==> src/hdl/eit_pkg.sv <==
package eit_pkg;

  localparam int TABLE_ENTRIES_DEF = 64;

  localparam logic [2:0] OP_ADD    = 3'd0;
  localparam logic [2:0] OP_DELETE = 3'd1;
  localparam logic [2:0] OP_MODIFY = 3'd2;
  localparam logic [2:0] OP_REPORT = 3'd3;
  localparam logic [2:0] OP_ROUND  = 3'd4;

  localparam logic [2:0] STATUS_OK        = 3'd0;
  localparam logic [2:0] STATUS_BAD_FD    = 3'd1;
  localparam logic [2:0] STATUS_EXISTS    = 3'd2;
  localparam logic [2:0] STATUS_NO_ENTRY  = 3'd3;
  localparam logic [2:0] STATUS_INVALID   = 3'd4;
  localparam logic [2:0] STATUS_NOT_ARMED = 3'd5;
  localparam logic [2:0] STATUS_FULL      = 3'd6;

  localparam int EV_EDGE_BIT    = 31;
  localparam int EV_ONESHOT_BIT = 30;
  localparam int EV_READ_BIT    = 0;

  typedef struct packed {
    logic [2:0]  op;
    logic [5:0]  fd;
    logic        fd_open;
    logic [31:0] event_mask;
    logic [63:0] user_data;
    logic [31:0] revents;
    logic        has_read_seq;
    logic [63:0] read_seq;
    logic [15:0] max_events;
  } eit_cmd_t;

  typedef struct packed {
    logic [2:0]  status;
    logic        report_valid;
    logic [31:0] report_mask;
    logic [63:0] report_data;
    logic [63:0] change_count;
  } eit_result_t;

  typedef struct packed {
    logic present;
    logic armed;
  } eit_flags_t;

  typedef struct packed {
    logic [31:0] events;
    logic [63:0] data;
    logic [31:0] last_reported;
    logic [63:0] last_seq;
  } eit_entry_t;

  typedef struct packed {
    logic [2:0]  status;
    logic        rep_valid;
    logic [31:0] rep_mask;
    logic [63:0] rep_data;
    logic        flag_we;
    eit_flags_t  flags;
    logic        entry_we;
    eit_entry_t  entry;
    logic        cnt_inc;
    logic        round_start;
    logic        round_inc;
  } eit_upd_t;

endpackage

==> src/hdl/eit_exec.sv <==
module eit_exec (
  input  eit_pkg::eit_cmd_t   cmd,
  input  logic                inrange,
  input  eit_pkg::eit_flags_t flags,
  input  eit_pkg::eit_entry_t entry,
  input  logic [15:0]         round_delivered,
  input  logic [15:0]         round_limit,
  output eit_pkg::eit_upd_t   upd
);
  import eit_pkg::*;

  logic        edge_mode;
  logic [31:0] deliver;

  always_comb begin
    edge_mode = entry.events[EV_EDGE_BIT];
    deliver   = edge_mode ? (cmd.revents & ~entry.last_reported) : cmd.revents;
    if (edge_mode && cmd.revents[EV_READ_BIT] && cmd.has_read_seq &&
        (cmd.read_seq != entry.last_seq)) begin
      deliver[EV_READ_BIT] = 1'b1;
    end
  end

  always_comb begin
    upd             = '0;
    upd.status      = STATUS_OK;
    upd.flags       = flags;
    upd.entry       = entry;
    if (cmd.op == OP_REPORT) begin
      if (!inrange || !flags.present || !flags.armed) begin
        upd.status = STATUS_NOT_ARMED;
      end else if (round_delivered >= round_limit) begin
        upd.status = STATUS_FULL;
      end else begin
        if (edge_mode) begin
          upd.entry_we            = 1'b1;
          upd.entry.last_reported = cmd.revents;
          if (deliver[EV_READ_BIT] && cmd.has_read_seq) begin
            upd.entry.last_seq = cmd.read_seq;
          end
        end
        if (deliver != '0) begin
          upd.rep_valid = 1'b1;
          upd.rep_mask  = deliver;
          upd.rep_data  = entry.data;
          upd.round_inc = 1'b1;
          if (entry.events[EV_ONESHOT_BIT]) begin
            upd.flag_we     = 1'b1;
            upd.flags.armed = 1'b0;
          end
        end
      end
    end else if (cmd.op == OP_ROUND) begin
      upd.round_start = 1'b1;
    end else if (!cmd.fd_open || !inrange) begin
      upd.status = STATUS_BAD_FD;
    end else begin
      case (cmd.op)
        OP_ADD: begin
          if (flags.present) begin
            upd.status = STATUS_EXISTS;
          end else begin
            upd.flag_we             = 1'b1;
            upd.flags               = '{present: 1'b1, armed: 1'b1};
            upd.entry_we            = 1'b1;
            upd.entry.events        = cmd.event_mask;
            upd.entry.data          = cmd.user_data;
            upd.entry.last_reported = '0;
            upd.entry.last_seq      = '0;
            upd.cnt_inc             = 1'b1;
          end
        end
        OP_DELETE: begin
          if (!flags.present) begin
            upd.status = STATUS_NO_ENTRY;
          end else begin
            upd.flag_we = 1'b1;
            upd.flags   = '{present: 1'b0, armed: 1'b0};
            upd.cnt_inc = 1'b1;
          end
        end
        OP_MODIFY: begin
          if (!flags.present) begin
            upd.status = STATUS_NO_ENTRY;
          end else begin
            upd.flag_we             = 1'b1;
            upd.flags               = '{present: 1'b1, armed: 1'b1};
            upd.entry_we            = 1'b1;
            upd.entry.events        = cmd.event_mask;
            upd.entry.data          = cmd.user_data;
            upd.entry.last_reported = '0;
            upd.cnt_inc             = 1'b1;
          end
        end
        default: begin
          upd.status = STATUS_INVALID;
        end
      endcase
    end
  end

endmodule

==> config.mk <==
export PLATFORM = sky130hd
export DESIGN_NAME = eit_exec
export DESIGN_NICKNAME = d
export VERILOG_FILES = /design/src/hdl/eit_pkg.sv /design/src/hdl/eit_exec.sv
export SDC_FILE = /design/constraint.sdc
export NUM_CORES = 1
export LEC_CHECK = 0
export BUFFER_PORTS_ARGS = -buffer_cell sky130_fd_sc_hd__buf_2
export CORE_AREA = 2 2 289 291
export DETAILED_ROUTE_END_ITERATION = 8
export DIE_AREA = 0 0 291 293
export PLACE_DENSITY_LB_ADDON = 0.2
export REMOVE_ABC_BUFFERS = 1
export SYNTH_ARGS = -nofsm -noshare
export SYNTH_HDL_FRONTEND = slang
export SYNTH_SLANG_ARGS = --single-unit
==> constraint.sdc <==
create_clock -name vclk -period 2.7
set_input_delay 0.135 -clock vclk [all_inputs]
set_output_delay 0.135 -clock vclk [all_outputs]
set_load 0.1 [all_outputs]
==> reports/results.txt <==
status: finished with violations
failing checks: setup timing
unrepaired setup endpoints after global routing: yes
Post-DP HPWL: 61,800 µm
# placed instances: 2,860
Area Overhead vs Synth: 167%
final worst path period need: 2.87 ns
Hold Slack: 0.649 ns
GR Overflow Total: 0
Hold Violations, Final: 0
CTS Hold Bufs: 0
Warnings, synthesis: 0
via-per-instance ratio: 4.09
most common cell after layout, fill and taps aside: buf_2
sequential area share after synthesis: 0%
crit path max fanout: 44
vias in the first global route: 12,100
VDD IR-drop max: 0.154 mV
fin cells: 2,903
Die Area: 0.0853 mm²
FFs & Latches: 0
library cells used by synthesis: 43
RD Place Congestion: 0.929
post-route ant nets: 0
Layout Nets: 2,287
number of I/O port buffers: 723
Final Util: 21.9%
mean post-synth cell area: 6.67 µm²
setup violators final: 165
Cell Pwr Density: 221 mW/mm²
drt first-iter violations: 554
Starting Density: 8.21%
I/O pin count: 745
actual slew at the worst max-slew pin: 0.674 ns
chip width: 291 µm
Cells after Synth: 1,007
Max Cap Viol: 0
Worst setup EP type: output port
core area: 0.0818 mm²
met2 Resource Use GR: 31.0%
period utilisation layout: 106%
FF+latch area: 0 µm²
FP Rows: 105
vias: 11,900
CLK BUF: 0
Lkg Pwr: 7.64 nW
first-pass GRT wire length: 97,700 µm
DR DRC count: 0
drt wl/cell: 25.1 µm
layout cells sized above 1: 65.3%
met3 Use GR: 3.30%
WL final: 72,700 µm
max-slew violation count: 0
startpoint types: input port
GR peak layer: met2
die height: 293 µm
fmax: 0.348 GHz
Crit path required time: 2.57 ns
gr usage total: 15.8%
most frequent cells in the layout: buf_2 (501), buf_12 (222), nand2_1 (188)
setup ws final: -0.172 ns
initial antenna violation count: 33
slew margin rel.: 55.1%
M1 GR Usage: 17.8%
Worst EP arrival: 2.74 ns
largest net degree at the start of global routing: 66
WS Path Type: in -> out
mapped cell area: 0.00672 mm²
HP Class: in -> out
drt pass-1 iters: 5
worst slack at placement: -0.567 ns
## critical path: stages
cell,delay [ns]
buf_8,0.11
xor2_4,0.18
or4_4,0.54
nor4b_4,0.25
nand4_1,0.18
buf_4,0.19
o2111a_2,0.30
buf_12,0.19
o211ai_1,0.39
buf_12,0.23
## cell families (layout without fill, tap and decap cells)
kind of cell,count (synthesis),after routing,share of synthesized area (%)
and+or+nand+nor,477,477,37.4
AOI/OAI and AO/OA,184,184,21.6
buffers and inverters,136,952,8.07
muxes,128,128,21.3
xor gates and xnor gates,66,66,8.61
adders and majority gates,16,16,2.98
other,0,10,0
## area by class of cell
type	instances	area [µm²]
inverters	27	106
fillers	9015	63900
well taps	1070	1340
diodes	10	25.0
repair buffers	925	8920
multi-input cells	871	7580
## final timing paths
| check | start | to | slack [ns] | cells past startpoint |
|---|---|---|---|---|
| max | entry[36] | upd[49] | -0.17 | 10 |
| min | entry[92] | upd[291] | 0.65 | 3 |
## through the flow
step,setup TNS [ns],total power [mW],area [µm²]
finish,-11.95,3.96,18000
floorplan,-1781.25,2.11,6280
CTS,-12.83,3.91,16400
global placement,-86.98,3.81,14700
detailed placement,-78.30,3.81,14700
global route,-31.99,4.11,17900
## cells in the mapped netlist (3+ instances only)
cell       count  share of area (%)
o211ai_1      65                7.3
ha_1          16                3.0
nand2_1      190                 11
clkbuf_1      88                4.9
a21o_1         3               0.34
a2111oi_0      8                1.0
xor2_1        56                7.3
nand2b_1      23                2.1
nor4bb_1       3               0.45
nor4_1        30                2.8
nand4_1       11                1.0
and3_1        66                6.1
o21ai_0       15                1.1
a21oi_1        8               0.60
nor3_1        34                2.5
o2111ai_1     72                9.4
a211oi_1       3               0.34
xnor2_1       10                1.3
nor3b_1       64                7.2
buf_2         16                1.2
buf_4          3               0.34
nor2_1        17               0.95
nand3_1        8               0.60
mux2_2       119                 20
nor2b_1       23                2.1
mux2i_1        9                1.3
inv_1         26                1.5
## metal layers
metal	wire, µm	share of wire [%]	up-vias
li1	-	-	5414
met3	4630	6.4	80
met2	39000	54	570
met4	1390	1.9	32
met1	27500	38	5764
met5	205	0.28	-
## timing repair
| item | 4_1_cts | 5_1_grt |
|---|---|---|
| cloned | 5 | 5 |
| endpoints found under the setup margin | 197 | 185 |
| pin swaps | 52 | 63 |
| buffers inserted | 13 | 13 |
| resized for setup | 338 | 293 |
## report_power, final
| part | switching (mW) | internal (mW) | leakage [nW] |
|---|---|---|---|
| combinational | 2.65 | 1.31 | 7.64 |
| sequential | 0 | 0 | 0 |
| clock | 0 | 0.000000497 | 0.0000634 |
(Power assumes the default switching activity.)
