[src/hdl/eit_pkg.sv]
package eit_pkg;

  localparam int TABLE_ENTRIES_DEF = 64;

  localparam logic [2:0] OP_ADD    = 3'd0;
  localparam logic [2:0] OP_DELETE = 3'd1;
  localparam logic [2:0] OP_MODIFY = 3'd2;
  localparam logic [2:0] OP_REPORT = 3'd3;
  localparam logic [2:0] OP_ROUND  = 3'd4;

  localparam logic [2:0] STATUS_OK        = 3'd0;
  localparam logic [2:0] STATUS_BAD_FD    = 3'd1;
  localparam logic [2:0] STATUS_EXISTS    = 3'd2;
  localparam logic [2:0] STATUS_NO_ENTRY  = 3'd3;
  localparam logic [2:0] STATUS_INVALID   = 3'd4;
  localparam logic [2:0] STATUS_NOT_ARMED = 3'd5;
  localparam logic [2:0] STATUS_FULL      = 3'd6;

  localparam int EV_EDGE_BIT    = 31;
  localparam int EV_ONESHOT_BIT = 30;
  localparam int EV_READ_BIT    = 0;

  typedef struct packed {
    logic [2:0]  op;
    logic [5:0]  fd;
    logic        fd_open;
    logic [31:0] event_mask;
    logic [63:0] user_data;
    logic [31:0] revents;
    logic        has_read_seq;
    logic [63:0] read_seq;
    logic [15:0] max_events;
  } eit_cmd_t;

  typedef struct packed {
    logic [2:0]  status;
    logic        report_valid;
    logic [31:0] report_mask;
    logic [63:0] report_data;
    logic [63:0] change_count;
  } eit_result_t;

  typedef struct packed {
    logic present;
    logic armed;
  } eit_flags_t;

  typedef struct packed {
    logic [31:0] events;
    logic [63:0] data;
    logic [31:0] last_reported;
    logic [63:0] last_seq;
  } eit_entry_t;

  typedef struct packed {
    logic [2:0]  status;
    logic        rep_valid;
    logic [31:0] rep_mask;
    logic [63:0] rep_data;
    logic        flag_we;
    eit_flags_t  flags;
    logic        entry_we;
    eit_entry_t  entry;
    logic        cnt_inc;
    logic        round_start;
    logic        round_inc;
  } eit_upd_t;

endpackage

[src/hdl/eit_flag_mem.sv]
module eit_flag_mem #(
  parameter int TABLE_ENTRIES = eit_pkg::TABLE_ENTRIES_DEF
) (
  input  logic                                 clk,
  input  logic                                 rst,
  input  logic                                 re,
  input  logic [$clog2(TABLE_ENTRIES)-1:0]     raddr,
  output eit_pkg::eit_flags_t                  rdata,
  input  logic                                 we,
  input  logic [$clog2(TABLE_ENTRIES)-1:0]     waddr,
  input  eit_pkg::eit_flags_t                  wdata,
  output logic                                 clearing
);
  import eit_pkg::*;

  localparam int IDX_W = $clog2(TABLE_ENTRIES);
  localparam logic [IDX_W-1:0] LAST_IDX = IDX_W'(TABLE_ENTRIES - 1);

  eit_flags_t       mem [TABLE_ENTRIES];
  logic [IDX_W-1:0] clr_idx;

  always_ff @(posedge clk) begin
    if (rst) begin
      clearing <= 1'b1;
      clr_idx  <= '0;
    end else if (clearing) begin
      clr_idx <= clr_idx + IDX_W'(1);
      if (clr_idx == LAST_IDX) begin
        clearing <= 1'b0;
      end
    end
  end

  always_ff @(posedge clk) begin
    if (clearing) begin
      mem[clr_idx] <= '0;
    end else if (we) begin
      mem[waddr] <= wdata;
    end
    if (re) begin
      rdata <= mem[raddr];
    end
  end

endmodule

[config.mk]
export PLATFORM = sky130hd
export DESIGN_NAME = eit_flag_mem
export DESIGN_NICKNAME = d
export VERILOG_FILES = /design/src/hdl/eit_pkg.sv /design/src/hdl/eit_flag_mem.sv
export SDC_FILE = /design/constraint.sdc
export NUM_CORES = 1
export LEC_CHECK = 0
export ABC_AREA = 1
export BUFFER_PORTS_ARGS = -buffer_cell sky130_fd_sc_hd__buf_2
export CAP_MARGIN = 20
export CORE_ASPECT_RATIO = 1.4
export CORE_MARGIN = 3
export CORE_UTILIZATION = 58
export CTS_BUF_LIST = sky130_fd_sc_hd__clkbuf_16
export DETAILED_ROUTE_END_ITERATION = 10
export HOLD_SLACK_MARGIN = 0.03
export PLACE_DENSITY = 0.79
export SYNTH_ARGS = -nofsm -noshare
export SYNTH_HDL_FRONTEND = slang
export SYNTH_SLANG_ARGS = --single-unit
export TNS_END_PERCENT = 5
[constraint.sdc]
create_clock -name clk -period 4.11 [get_ports clk]
set_input_delay 0.6165 -clock clk [delete_from_list [all_inputs] [get_ports clk]]
set_output_delay 0.6165 -clock clk [all_outputs]
set_load 0.01 [all_outputs]
==> impl_metrics.toml, run 1 <==
[outcome]
status = "complete, no violations"

[hold_path]
hold_class = "in -> reg"

[clocking]
cts_htree_levels = 4
tritoncts = "built"
postCtsHoldBufs = 0
clk-insertion-delay-late_ns = 0.42
cts_buffers = 17
ctsResizeCount = 0
cts.sinks = 137
root_buffer = "clkbuf_16"
cts_setup_buffers = 0
clkTransAtPathRegs_ns = 0.06
clk_path_buf_depth = 2

[worst_setup_path]
path_class = "reg -> reg"
crit_family = "simple AND/OR/NAND/NOR gates"
end_kind = "flop"
start_kind = "flop"
crit_arrival_ns = 2.49
crit_path_top_delay_cell = "nand4_1"
path_buf_inv = 2
cp_slowest_stage_delay_ns = 0.54
crit_required_ns = 4.21
cp_max_fo = 14
crit_chain = "inv_2 -> nand2_4 -> o21ai_2 -> inv_1 -> nand4_1 -> nor2_1"

[synthesis]
ys_warn_count = 0
synth_seq_cells = 137
synthDistinctLibCells = 23
yosysSeqAreaShare = 0.676
syn-cell-area_um2 = 5990
synth_nets = 600
synthTopCellsByArea = "edfxtp_1 (65%), nand2_1 (11%), nand3_1 (9.4%), nor2_1 (4.3%), dfxtp_1 (2.3%)"
avgSynthCellArea_um2 = 10.3
synthCells = 581
yosysTopAreaCell = "edfxtp_1"
synth_top_area_share = 0.652

[placed_design]
hpwl_mm = 8.10
postPlaceCellArea_um2 = 6190
numPortBuffers = 20
dp_cells = 714
gp_congestion = 0.827

[job]
cap_violations = 0

[drt]
wirelength_mm = 13.6
first_pass_iters = 6
wl_per_cell_um = 18.2
via_per_inst = 5.91
drc = 0
vias = 4418
detail-route-antenna-nets = 0
dr.first_iter.drc_count = 502

[grt]
grt_max_degree = 65
grt_pass1_vias = 4277
grt_use_total = 0.245
grt_overflow_total = 0
antenna_found_initial = 0
grt_pass1_wl_mm = 21.3

[pwr]
power.density_nw_per_um2 = 476
switching_power_mw = 0.676
netSwitchingFraction = 0.208
vdd_drop_max_mv = 0.472
p_comb_frac = 0.052
p_leak_nw = 2.61
pwr-share-seq = 0.469
clkPwrFrac = 0.479
power.internal_mw = 2.57

[finish]
fin_area_um2 = 6820
finalNonFillerCells = 747
nets = 618
antenna_cells = 0
drive_gt1_frac = 0.111
syn_to_final_growth_pct = 14.0

[sta]
fin_worst_skew_ns = 0.00991
worst-slew-pin-transition_ns = 1.10
hold_violations = 0
slew_viol_final = 0
post-route-min-period_ns = 2.39
post-route-period-util = 0.583
tns_ns = 0
max_freq_mhz = 418
slew_headroom = 0.265
rsz0062_at_grt = "false"
setup_violations = 0

[floorplan]
die-area_um2 = 11600
num_rows = 43
die_x_um = 91.9
dieHeight_um = 126
core-area_um2 = 10000
start_util = 0.598
boundaryPins = 21
## cells in the final DEF (no fill, tap or decap), drive strengths merged, types with 8 or more instances in the layout
cell | netlist | final
nand2 | 181 | 181
edfxtp | 130 | 130
nand3 | 114 | 114
nor2 | 68 | 68
buf | 10 | 25
inv | 22 | 23
clkbuf | 16 | 17
o21ai | 10 | 10
nand4 | 8 | 8
nor4 | 8 | 8
## through the flow
stage	total power, mW	worst slack (ns)	util	hold WS (ns)
after CTS	3.24	1.74	0.679	0.380
after global routing	3.32	1.61	0.682	0.385
after global placement	1.70	1.65	0.618	0.488
final	3.25	1.72	0.682	0.393
after detailed placement	1.71	1.57	0.618	0.501
after floorplan	1.66	1.29	-	0.463
## sequential cells by signal, summed over array words and instances, names as in the netlist
name and count:
rdata 2, clearing 1, mem 128, clr_idx 6
## cells in the mapped netlist
| cell | n |
|---|---|
| a21oi_1 | 2 |
| nor4_1 | 8 |
| nand2_4 | 1 |
| o21ai_1 | 1 |
| inv_1 | 20 |
| o21ai_0 | 4 |
| inv_2 | 2 |
| buf_6 | 1 |
| nand3_2 | 1 |
| nor3_1 | 3 |
| clkbuf_1 | 16 |
| edfxtp_1 | 130 |
| buf_2 | 7 |
| nor2_1 | 68 |
| nand4_1 | 8 |
| ha_1 | 1 |
| nand2_1 | 180 |
| o21ai_4 | 2 |
| buf_1 | 2 |
| or2_2 | 1 |
| dfxtp_1 | 7 |
| nand3_1 | 113 |
| o21ai_2 | 3 |
## layout make-up
class	count	area, um2
clock inverter	15	185
timing repair buffer	25	158
clock buffer	17	425
sequential	137	4040
inverter	22	82.6
tap	135	169
multi-input combinational	396	1760
fill	731	3180
## worst reg2reg max path: stages (launching register included)
cell and delay, ns:
dfxtp_1 0.45, inv_2 0.10, nand2_4 0.20, o21ai_2 0.17
inv_1 0.23, nand4_1 0.54, nor2_1 0.38
## path summary, 6_finish.rpt
check        startpoint         end  depth (start not counted)  slack [ns]
max reg2reg    clearing   mem[5][1]                          6        1.72
max            clearing   mem[5][1]                          6        1.72
min                 rst  clr_idx[4]                          2        0.39
min reg2reg  clr_idx[0]  clr_idx[0]                          2        0.51
## power groups by stage
stage               logic, mW  registers (mW)  clock network [mW]
floorplan               0.109            1.55                   0
global placement        0.154            1.55                   0
detailed placement      0.161            1.55                   0
CTS                     0.164            1.52                1.55
global route            0.186            1.52                1.61
finish                  0.170            1.52                1.55
## routing by layer
metal / GRT usage / wire, um / part of all wire
met4: 0.132 / 540 / 0.040
met5: 0 / 0 / 0
met3: 0.0585 / 1070 / 0.079
met2: 0.421 / 7110 / 0.52
met1: 0.283 / 4900 / 0.36
## logic make-up after synthesis
group	share of synthesized area
DFF	0.676
buffers and inverters	0.0328
adders and majority gates	0.00209
and+or+nand+nor	0.274
AOI/OAI and AO/OA	0.0157
(Power assumes the default switching activity.)
==> run 2, diff against run 1 <==
==> constraint.sdc (replaced) <==
create_clock -name clk -period 2.3 [get_ports clk]
set_input_delay 0.345 -clock clk [delete_from_list [all_inputs] [get_ports clk]]
set_output_delay 0.345 -clock clk [all_outputs]
set_load 0.01 [all_outputs]
==> run 2 against run 1 <==
Compared with the run above:
- hold slack lost 0.29 ns
- utilization grew 1.6 points
- sequential power grew 79%
- critical path depth grew 2
- die area is the same
- power grew 83%
- non-clock buffer count grew 14
- register-to-register slack lost 1.6 ns
- cell count grew 1.9%
- cell area grew 2.3%
- global-route usage grew 0.93 points
- fmax grew 8.4%
- critical endpoint is now mem[42][1]
- largest cell class unchanged
- largest power group unchanged
==> impl_metrics.toml, run 2 (synthesis results as in run 1) <==
[outcome]
status = "complete, no violations"

[grt]
grt_overflow_total = 0
antenna_found_initial = 0
grt_use_total = 0.255
grt_pass1_wl_mm = 22.2
grt_pass1_vias = 4686
grt_max_degree = 65

[clocking]
clk-insertion-delay-late_ns = 0.42
clkTransAtPathRegs_ns = 0.06
cts_buffers = 17
clk_path_buf_depth = 2
root_buffer = "clkbuf_16"
ctsResizeCount = 0
postCtsHoldBufs = 0
tritoncts = "built"
cts.sinks = 137
cts_htree_levels = 4

[drt]
via_per_inst = 5.91
dr.first_iter.drc_count = 531
vias = 4494
detail-route-antenna-nets = 0
wl_per_cell_um = 18.2
drc = 0
first_pass_iters = 5
wirelength_mm = 13.9

[floorplan]
boundaryPins = 21
start_util = 0.598
core-area_um2 = 10000
num_rows = 43
die_x_um = 91.9
die-area_um2 = 11600
dieHeight_um = 126

[finish]
reg_top3 = "mem: 128 flops, clr_idx: 6 flops, rdata: 2 flops"
nFillCells = 717
layout_common_cells = "nand2_1 (180), edfxtp_1 (130), nand3_1 (113)"
antenna_cells = 0
layout.cells.most_common = "nand2_1"
syn_to_final_growth_pct = 16.7
largest_register_ffs = 128
drive_gt1_frac = 0.128
top_register = "mem"
nets = 632

[pwr]
netSwitchingFraction = 0.206
total_power_mw = 5.94
clkPwrFrac = 0.489
power.internal_mw = 4.72
vdd_drop_max_mv = 0.599
p_leak_nw = 2.69
p_comb_frac = 0.053
pwr-share-seq = 0.458
power.density_nw_per_um2 = 851
switching_power_mw = 1.22

[sta]
hold_violations = 0
rsz0062_at_grt = "true"
hold_ws_ns = 0.104
setup_violations = 0
slew_viol_final = 0
slew_headroom = 0.601
post-route-min-period_ns = 2.21
fin_worst_skew_ns = 0.00940
post-route-period-util = 0.960
worst-slew-pin-transition_ns = 0.598
max_freq_mhz = 453

[worst_setup_path]
critPathLaunch = "clearing"
path_class = "reg -> reg"
crit_required_ns = 2.36
crit_arrival_ns = 2.27
end_kind = "flop"
crit_family = "simple AND/OR/NAND/NOR gates"
cp_slowest_stage_delay_ns = 0.43
crit_chain = "inv_2 -> nand2_4 -> nand2_1 -> o21ai_1 -> inv_1 -> nor2_1 -> nand3_2 -> nor4_1"
start_kind = "flop"
r2r_slack_ns = 0.09
crit_path_top_delay_cell = "dfxtp_1"
r2r-start = "clearing"
cp_max_fo = 14
path_buf_inv = 2

[job]
cap_violations = 0

[hold_path]
min_from = "rst"
hold_class = "in -> reg"

[placed_design]
gp_congestion = 0.826
hpwl_mm = 8.34
numPortBuffers = 20
==> run 2: metal layers <==
| metal | track usage | wire, um | share of wire | vias up |
|---|---|---|---|---|
| met5 | 0 | 0 | 0 | - |
| met4 | 0.181 | 843 | 0.061 | 0 |
| met3 | 0.0645 | 979 | 0.071 | 69 |
| met2 | 0.431 | 7050 | 0.51 | 234 |
| met1 | 0.276 | 5000 | 0.36 | 2117 |
| li1 | - | - | - | 2074 |
==> run 2: repair_timing <==
| item | 4_1_cts | 5_1_grt |
|---|---|---|
| buffers inserted | 0 | 0 |
| hold endpoints to repair | 0 | 0 |
| setup endpoints to repair | 0 | 16 |
==> run 2: cell type report <==
type,count,area [um2],share of cell area
Sequential cell,137,4040,0.579
Multi-Input combinational cell,396,1760,0.252
Clock buffer,17,425,0.0609
Timing Repair Buffer,39,293,0.0419
Clock inverter,15,209,0.0299
Tap cell,135,169,0.0242
Inverter,22,82.6,0.0118
==> run 2: path summary, 6_finish.rpt <==
check          endpoint  cells past startpoint
max          mem[42][1]                      8
min          clr_idx[4]                      2
max reg2reg  mem[42][1]                      8
min reg2reg  clr_idx[0]                      2
==> run 2: power by group through the flow <==
stage	logic, mW	registers (mW)	clock network, mW
2_1_floorplan	0.195	2.77	0
4_1_cts	0.314	2.72	2.90
3_3_place_gp	0.300	2.77	0
6_report	0.317	2.72	2.90
5_1_grt	0.350	2.72	3.01
3_5_place_dp	0.309	2.77	0
==> run 2: through the flow <==
| step | setup TNS [ns] | worst slack (ns) | util | cells | instance area [um2] |
|---|---|---|---|---|---|
| after global placement | 0 | 0.274 | 0.634 | 729 | 6350 |
| after CTS | 0 | 0.114 | 0.698 | 761 | 6980 |
| after floorplan | -48.72 | -0.381 | - | 581 | 5990 |
| after global routing | -1.68 | -0.136 | 0.698 | 761 | 6980 |
| after detailed placement | 0 | 0.137 | 0.634 | 729 | 6350 |
| final | 0 | 0.0911 | 0.698 | 761 | 6980 |
